===== config.mk =====
export PLATFORM = sky130hd
export DESIGN_NAME = iir_df1_coef_regs
export DESIGN_NICKNAME = d
export VERILOG_FILES = /design/src/iir_df1_pkg.sv /design/src/iir_df1_coef_regs.sv
export SDC_FILE = /design/constraint.sdc
export NUM_CORES = 1
export LEC_CHECK = 0
export BUFFER_PORTS_ARGS = -buffer_cell sky130_fd_sc_hd__buf_4
export CAP_MARGIN = 40
export CORE_MARGIN = 1.5
export CORE_UTILIZATION = 51
export DETAILED_ROUTE_END_ITERATION = 8
export PLACE_DENSITY = 0.8
export SLEW_MARGIN = 20
export SYNTH_ARGS = -nofsm -noshare
export SYNTH_HDL_FRONTEND = slang
export SYNTH_SLANG_ARGS = --single-unit

===== constraint.sdc =====
create_clock -name clk_i -period 0.94 [get_ports clk_i]
set_clock_uncertainty 0.05 [all_clocks]
set_input_delay 0.047 -clock clk_i [delete_from_list [all_inputs] [get_ports clk_i]]
set_output_delay 0.047 -clock clk_i [all_outputs]
set_load 0.02 [all_outputs]

===== src/iir_df1_pkg.sv =====
// Shared types, constants and register codes for the direct form I recursive filter.
`timescale 1ns / 1ps
`default_nettype none

package iir_df1_pkg;

  localparam int unsigned SampleW  = 16;
  localparam int unsigned CoefW    = 18;
  localparam int unsigned FracBits = 14;
  localparam int unsigned MaxOrder = 3;
  localparam int unsigned DefaultOrder = 3;

  // A product is 34 bits; seven of them summed need three more.
  localparam int unsigned ProdW = SampleW + CoefW;
  localparam int unsigned AccW  = ProdW + $clog2(2 * MaxOrder + 1);

  localparam int unsigned NumRegs = 2 * MaxOrder + 1;
  localparam int unsigned CfgIdxW = 3;

  typedef logic signed [SampleW-1:0] sample_t;
  typedef logic signed [CoefW-1:0]   coef_t;
  typedef logic signed [ProdW-1:0]   prod_t;
  typedef logic signed [AccW-1:0]    acc_t;
  typedef logic [CfgIdxW-1:0]        cfg_idx_t;

  // Register indexes of the configuration port.
  localparam cfg_idx_t RegFf0 = 3'd0;
  localparam cfg_idx_t RegFf1 = 3'd1;
  localparam cfg_idx_t RegFf2 = 3'd2;
  localparam cfg_idx_t RegFf3 = 3'd3;
  localparam cfg_idx_t RegFb1 = 3'd4;
  localparam cfg_idx_t RegFb2 = 3'd5;
  localparam cfg_idx_t RegFb3 = 3'd6;

  // 1.0 in Q3.14, the reset value of the leading feedforward weight.
  localparam coef_t CoefOne = coef_t'(1 << FracBits);

  localparam acc_t RoundHalf = acc_t'(1 << (FracBits - 1));
  localparam acc_t SatMax    = acc_t'(32767);
  localparam acc_t SatMin    = acc_t'(-32768);

  typedef struct packed {
    sample_t sample;
    logic    first_sample;
  } in_item_t;

  typedef struct packed {
    sample_t filtered_sample;
    logic    saturated;
  } out_item_t;

  // Coefficient bank handed from the register file to the datapath.
  // There is no feedback slot 0, the leading feedback weight being 1.0.
  typedef struct packed {
    coef_t [MaxOrder:0] ff;
    coef_t [MaxOrder:1] fb;
  } coef_bank_t;

endpackage

`default_nettype wire


===== src/iir_df1_coef_regs.sv =====
// Coefficient register file written through the configuration port.
`timescale 1ns / 1ps
`default_nettype none

module iir_df1_coef_regs (
  input  wire logic                  clk_i,
  input  wire logic                  rst_ni,
  input  wire logic                  wr_en_i,
  input  wire iir_df1_pkg::cfg_idx_t wr_index_i,
  input  wire iir_df1_pkg::coef_t    wr_data_i,
  output iir_df1_pkg::coef_bank_t    coefs_o
);
  import iir_df1_pkg::*;

  // Reset bank: unity leading feedforward weight, every other weight zero.
  localparam coef_bank_t CoefReset = '{ff: {{MaxOrder{coef_t'(0)}}, CoefOne}, fb: '0};

  coef_bank_t coefs_q;

  always_ff @(posedge clk_i or negedge rst_ni) begin
    if (!rst_ni) begin
      coefs_q <= CoefReset;
    end else if (wr_en_i) begin
      case (wr_index_i)
        RegFf0: coefs_q.ff[0] <= wr_data_i;
        RegFf1: coefs_q.ff[1] <= wr_data_i;
        RegFf2: coefs_q.ff[2] <= wr_data_i;
        RegFf3: coefs_q.ff[3] <= wr_data_i;
        RegFb1: coefs_q.fb[1] <= wr_data_i;
        RegFb2: coefs_q.fb[2] <= wr_data_i;
        RegFb3: coefs_q.fb[3] <= wr_data_i;
        default: ;  // Indexes past the last register are ignored.
      endcase
    end
  end

  assign coefs_o = coefs_q;

endmodule

`default_nettype wire


==> flow_metrics.env, run 1 <==
export IMPL_status="complete, but fails checks"
export IMPL_violations="negative setup slack"
export IMPL_insertion_delay_ps=540
export IMPL_finalCritPeriodShare=1.380
export IMPL_hold_viol_final=0
export IMPL_syn2layout_area_growth_pct=74.96
export IMPL_dr_wl_met3_um=1310
export IMPL_worstPathCellList="buf_6"
export IMPL_syn_cell_area_um2=4802
export IMPL_grt_pass1_vias=3860
export IMPL_rsz0062_at_grt="yes"
export IMPL_grt_max_degree=84
export IMPL_net_switching_power_uw=7348
export IMPL_final_common_cell="buf_6"
export IMPL_drv_cap=0
export IMPL_core_um2=9196
export IMPL_crit_family="flip-flops"
export IMPL_drc=0
export IMPL_seq_power_share=0.345
export IMPL_ys_warn_count=0
export IMPL_wl_met1_um=6500
export IMPL_grt_pass1_wl_um=23180
export IMPL_critPathBufInv=1
export IMPL_postRouteAntennaNets=0
export IMPL_die_h_um=100.0
export IMPL_ys_types=10
export IMPL_cts_sinks=126
export IMPL_synth_area_leaders="dfrtp_1 65%, mux2_2 27%, mux2_4 3.1%"
export IMPL_pin_count=150
export IMPL_routed_wl_um=18150
export IMPL_end_kind="primary output"
export IMPL_start_util=0.5222
export IMPL_ys_seq_elements=126
export IMPL_dp_cells=540
export IMPL_gr_usage_all_layers=0.3228
export IMPL_wl_met2_um=9515
export IMPL_instances_no_fill=656
export IMPL_avgSynthCellArea_um2=17.59
export IMPL_largest_reg_flops=126
export IMPL_crit_arrival_ps=1200
export IMPL_postSynthCellCount=273
export IMPL_synth_top_area_cell="dfrtp_1"
export IMPL_cts_made_buffers=17
export IMPL_max_freq_mhz=770.9
export IMPL_p_clk_frac=0.304
export IMPL_via_per_inst=5.613
export IMPL_mostFrequentLayoutCells="168 x buf_6, 124 x dfrtp_1, 73 x mux2_4, 60 x buf_4, 53 x mux2_2"
export IMPL_crit_type="flop to primary output"
export IMPL_overflow=0
export IMPL_gp_congestion=0.7687
export IMPL_htree_num_levels=4
export IMPL_p_int_uw=15340
export IMPL_cts_tree="yes"
export IMPL_synth_top_area_frac=0.6514
export IMPL_vias=3682
export IMPL_die_w_um=100.0
export IMPL_cp_startpoint="coefs_o[68]"
export IMPL_slowest_delay_ps=550
export IMPL_nets=556
export IMPL_comb_power_share=0.351
export IMPL_drtPass1Iterations=4
export IMPL_cp_max_fo=2
export IMPL_syn_nets=297
export IMPL_dp_worst_setup_slack_ps=-434.6
export IMPL_min_path_type="input pin to async pin"
export IMPL_fin_crit_ps=1297
export IMPL_die_area_um2=10010
export IMPL_holdWs_ps=20.21
export IMPL_r2r_start="coefs_o[13]"
export IMPL_clock_path_buffers=2
export IMPL_slew_viol_final=0
export IMPL_max_slew_margin=0.7002
export IMPL_peakVddDrop_mv=1.897
export IMPL_std_cell_rows=35
export IMPL_setup_viol_count_final=186
export IMPL_final_util=0.9136
export IMPL_antenna_found_initial=0
export IMPL_crit_path_top_delay_cell="dfstp_2"
export IMPL_cts_root_buf="clkbuf_8"
export IMPL_p_sw_frac=0.3239
export IMPL_required_ps=840
export IMPL_drive_above_1_share=0.7376
export IMPL_power_leakage_uw=0.004083
export IMPL_startpoint_type="flop"
export IMPL_power_density_nw_per_um2=2701
export IMPL_timing_final_ws_setup_ps=-357.2
export IMPL_antenna_cells=0
export IMPL_dp_hpwl_um=7953
export IMPL_wl_per_cell_um=27.66
export IMPL_tightest_slew_ps=449.6
export IMPL_seq_area_frac_synth=0.6569
export IMPL_highest_layer="met4"
export IMPL_stdcell_area_um2=8402
export IMPL_io_buffers=149
export IMPL_place_area_um2=6452
export IMPL_drtIter0Drc=169
export IMPL_clk_pin_slew_ps=70
-- layer usage --
layer | track usage | vias up
li1 | - | 1493
met1 | 0.3745 | 1924
met2 | 0.5631 | 207
met3 | 0.09540 | 58
met4 | 0.1300 | 0
met5 | 0 | -
-- logic make-up after synthesis --
kind of cell	after synthesis	share of synthesized area
buf+inv	14	0.01928
mux	126	0.3033
simple gates	7	0.02058
flops	126	0.6569
-- path summary, 6_finish.rpt --
check / to / slack (ps) / cells after the start
worst min register to register: coefs_o[41] / 480 / 1
worst min-delay path: coefs_o[69] / 20 / 3
min in group clk_i: coefs_o[53] / 60 / 4
worst max-delay path: coefs_o[68] / -360 / 1
max in group asynchronous: coefs_o[43] / 430 / 3
worst max register to register: coefs_o[13] / -100 / 2
-- through the flow --
stage	setup TNS (ps)	power, uW
final	-33580	22690
after global routing	-36720	23310
after CTS	-28210	21290
after floorplan	-28360	10320
after global placement	-39000	12860
after detailed placement	-42610	13000
-- synth_stat cells --
library cell	n
buf_2	8
buf_4	4
buf_6	2
dfrtp_1	125
dfstp_2	1
mux2_2	116
mux2_4	10
nand4b_2	3
nor4b_4	1
nor4bb_1	3
-- layout make-up --
| cell class | instances | area [um2] |
|---|---|---|
| clock buffers | 17 | 414.1 |
| clock inverters | 15 | 183.9 |
| fillers | 285 | 794.5 |
| multi-input cells | 133 | 1837 |
| flip-flops and latches | 126 | 3156 |
| well taps | 111 | 138.9 |
| repair buffers | 254 | 2673 |
-- power groups by stage --
stage / Clock, uW / Combinational [uW] / Sequential [uW]
floorplan: 0 / 1510 / 8810
global placement: 0 / 5460 / 7400
detailed placement: 0 / 5560 / 7430
CTS: 6640 / 7100 / 7550
global route: 7150 / 8260 / 7900
finish: 6890 / 7970 / 7830
-- what timing repair did --
item,4_1_cts,5_1_grt
gates cloned,0,0
setup buffers,47,40
setup endpoints to repair,126,172
hold buffers,19,0
gates resized for setup,129,51
pin swaps,0,0
endpoints found under the hold margin,252,0
No activity file was read; power rests on OpenSTA's default activity.
==> run 2, diff against run 1 <==
- GPL_TIMING_DRIVEN: default -> 0
==> flow_metrics.env, run 2 (same netlist as run 1, synthesis figures left out) <==
export IMPL_crit_arrival_ps=1160
export IMPL_antenna_cells=0
export IMPL_grt_pass1_vias=3918
export IMPL_cts_tree="yes"
export IMPL_cp_max_fo=2
export IMPL_core_um2=9196
export IMPL_largest_reg_flops=126
export IMPL_holdBufCountCts=19
export IMPL_slew_viol_final=0
export IMPL_start_util=0.5222
export IMPL_gr_usage_all_layers=0.3158
export IMPL_gp_congestion=0.7395
export IMPL_vias=3646
export IMPL_drc=0
export IMPL_ff2ff_setup_slack_ps=-100
export IMPL_mostFrequentLayoutCells="176 x buf_6, 125 x dfrtp_1, 80 x mux2_4, 57 x buf_4, 46 x mux2_2"
export IMPL_drive_above_1_share=0.7291
export IMPL_wl_per_cell_um=26.88
export IMPL_startpoint_type="flop"
export IMPL_antenna_found_initial=0
export IMPL_crit_family="flip-flops"
export IMPL_crit_path_top_delay_cell="dfstp_2"
export IMPL_ff2ff_path_depth=2
export IMPL_routed_wl_um=17770
export IMPL_r2r_end="coefs_o[67]"
export IMPL_finalCritPeriodShare=1.340
export IMPL_violations="negative hold slack, negative setup slack"
export IMPL_peakVddDrop_mv=1.680
export IMPL_clock_path_buffers=2
export IMPL_postRouteAntennaNets=0
export IMPL_p_total_uw=23150
export IMPL_clk_pin_slew_ps=60
export IMPL_hold_viol_final=15
export IMPL_max_slew_margin=0.7395
export IMPL_place_area_um2=6317
export IMPL_drtPass1Iterations=4
export IMPL_drtIter0Drc=169
export IMPL_drv_cap=0
export IMPL_worstPathCellList="buf_6"
export IMPL_grt_max_degree=67
export IMPL_die_h_um=100.0
export IMPL_insertion_delay_ps=510
export IMPL_max_freq_mhz=793.7
export IMPL_syn2layout_area_growth_pct=76.76
export IMPL_rsz0062_at_grt="yes"
export IMPL_pin_count=150
export IMPL_cts_made_buffers=17
export IMPL_crit_type="flop to primary output"
export IMPL_std_cell_rows=35
export IMPL_stdcell_area_um2=8488
export IMPL_timing_final_ws_setup_ps=-319.9
export IMPL_tightest_slew_ps=389.2
export IMPL_use_met2=0.5447
export IMPL_critPathBufInv=1
export IMPL_die_w_um=100.0
export IMPL_cts_root_buf="clkbuf_8"
export IMPL_holdWs_ps=-30.59
export IMPL_busiest_layer="met2"
export IMPL_grt_pass1_wl_um=22900
export IMPL_slowest_delay_ps=540
export IMPL_required_ps=840
export IMPL_nets=561
export IMPL_use_met3=0.09889
export IMPL_dp_hpwl_um=7796
export IMPL_via_per_inst=5.516
export IMPL_end_kind="primary output"
export IMPL_final_common_cell="buf_6"
export IMPL_r2r_start="coefs_o[67]"
export IMPL_power_leakage_uw=0.004152
export IMPL_die_area_um2=10010
export IMPL_setup_viol_count_final=196
export IMPL_power_density_nw_per_um2=2728
export IMPL_htree_num_levels=4
export IMPL_overflow=0
export IMPL_io_buffers=145
export IMPL_min_path_type="input pin to async pin"
export IMPL_cts_sinks=126
export IMPL_status="complete, but fails checks"
export IMPL_met1_usage=0.3613
export IMPL_fin_crit_ps=1260
-- run 2: changes by cell type in the layout (fill, tap and decap cells not counted), moves of 4 or more --
cell	delta
buf_12	-6
buf_8	+5
mux2_2	-7
buf_6	+8
mux2_4	+7
inv_6	-4
-- run 2: final cells by class --
| cell class | count | area, um2 |
|---|---|---|
| clock buffers | 21 | 449.2 |
| flip-flops and latches | 126 | 3154 |
| fillers | 288 | 708.2 |
| well taps | 111 | 138.9 |
| repair buffers | 245 | 2569 |
| clock inverters | 11 | 187.7 |
| multi-input cells | 133 | 1836 |
| plain buffers | 14 | 153.9 |
-- run 2: routing by layer --
layer  part of all wire  vias to the layer above
li1                   -                     1508
met2               0.52                      181
met4              0.038                        0
met5                  0                        -
met3              0.066                       48
met1               0.38                     1909
-- run 2: stage by stage --
step / worst slack [ps] / TNS [ps] / hold slack, ps / utilization / std cells
2_1_floorplan: -432.4 / -28360 / -298.6 / - / 273
3_3_place_gp: -805.1 / -118950 / 281.5 / 0.6835 / 529
3_5_place_dp: -818.6 / -51830 / 6.416 / 0.6869 / 530
4_1_cts: -318.3 / -26240 / 27.54 / 0.8761 / 637
5_1_grt: -356.3 / -35110 / -10.84 / 0.9230 / 661
6_report: -319.9 / -30320 / -30.59 / 0.9230 / 661
-- run 2: worst max path at each step --
stage | to | cells after the start | start
CTS | coefs_o[68] | 1 | coefs_o[68]
global placement | coefs_o[69] | 4 | wr_index_i[1]
floorplan | coefs_o[54] | 4 | wr_index_i[1]
global route | coefs_o[68] | 1 | coefs_o[68]
detailed placement | coefs_o[70] | 4 | wr_index_i[1]
finish | coefs_o[68] | 1 | coefs_o[68]
-- run 2: timing repair --
action | CTS | global route
setup endpoints to repair | 145 | 250
hold endpoints to repair | 251 | 5
gates resized for setup | 131 | 66
pin swaps | 1 | 0
buffers inserted | 56 | 53
-- run 2: where the power goes --
part	internal, uW	leakage [uW]	switching, uW	total [uW]
clock	4710	0.000304	2500	7200
sequential	6640	0.00151	1180	7820
combinational	4760	0.00234	3380	8130
total	16100	0.00415	7050	23200
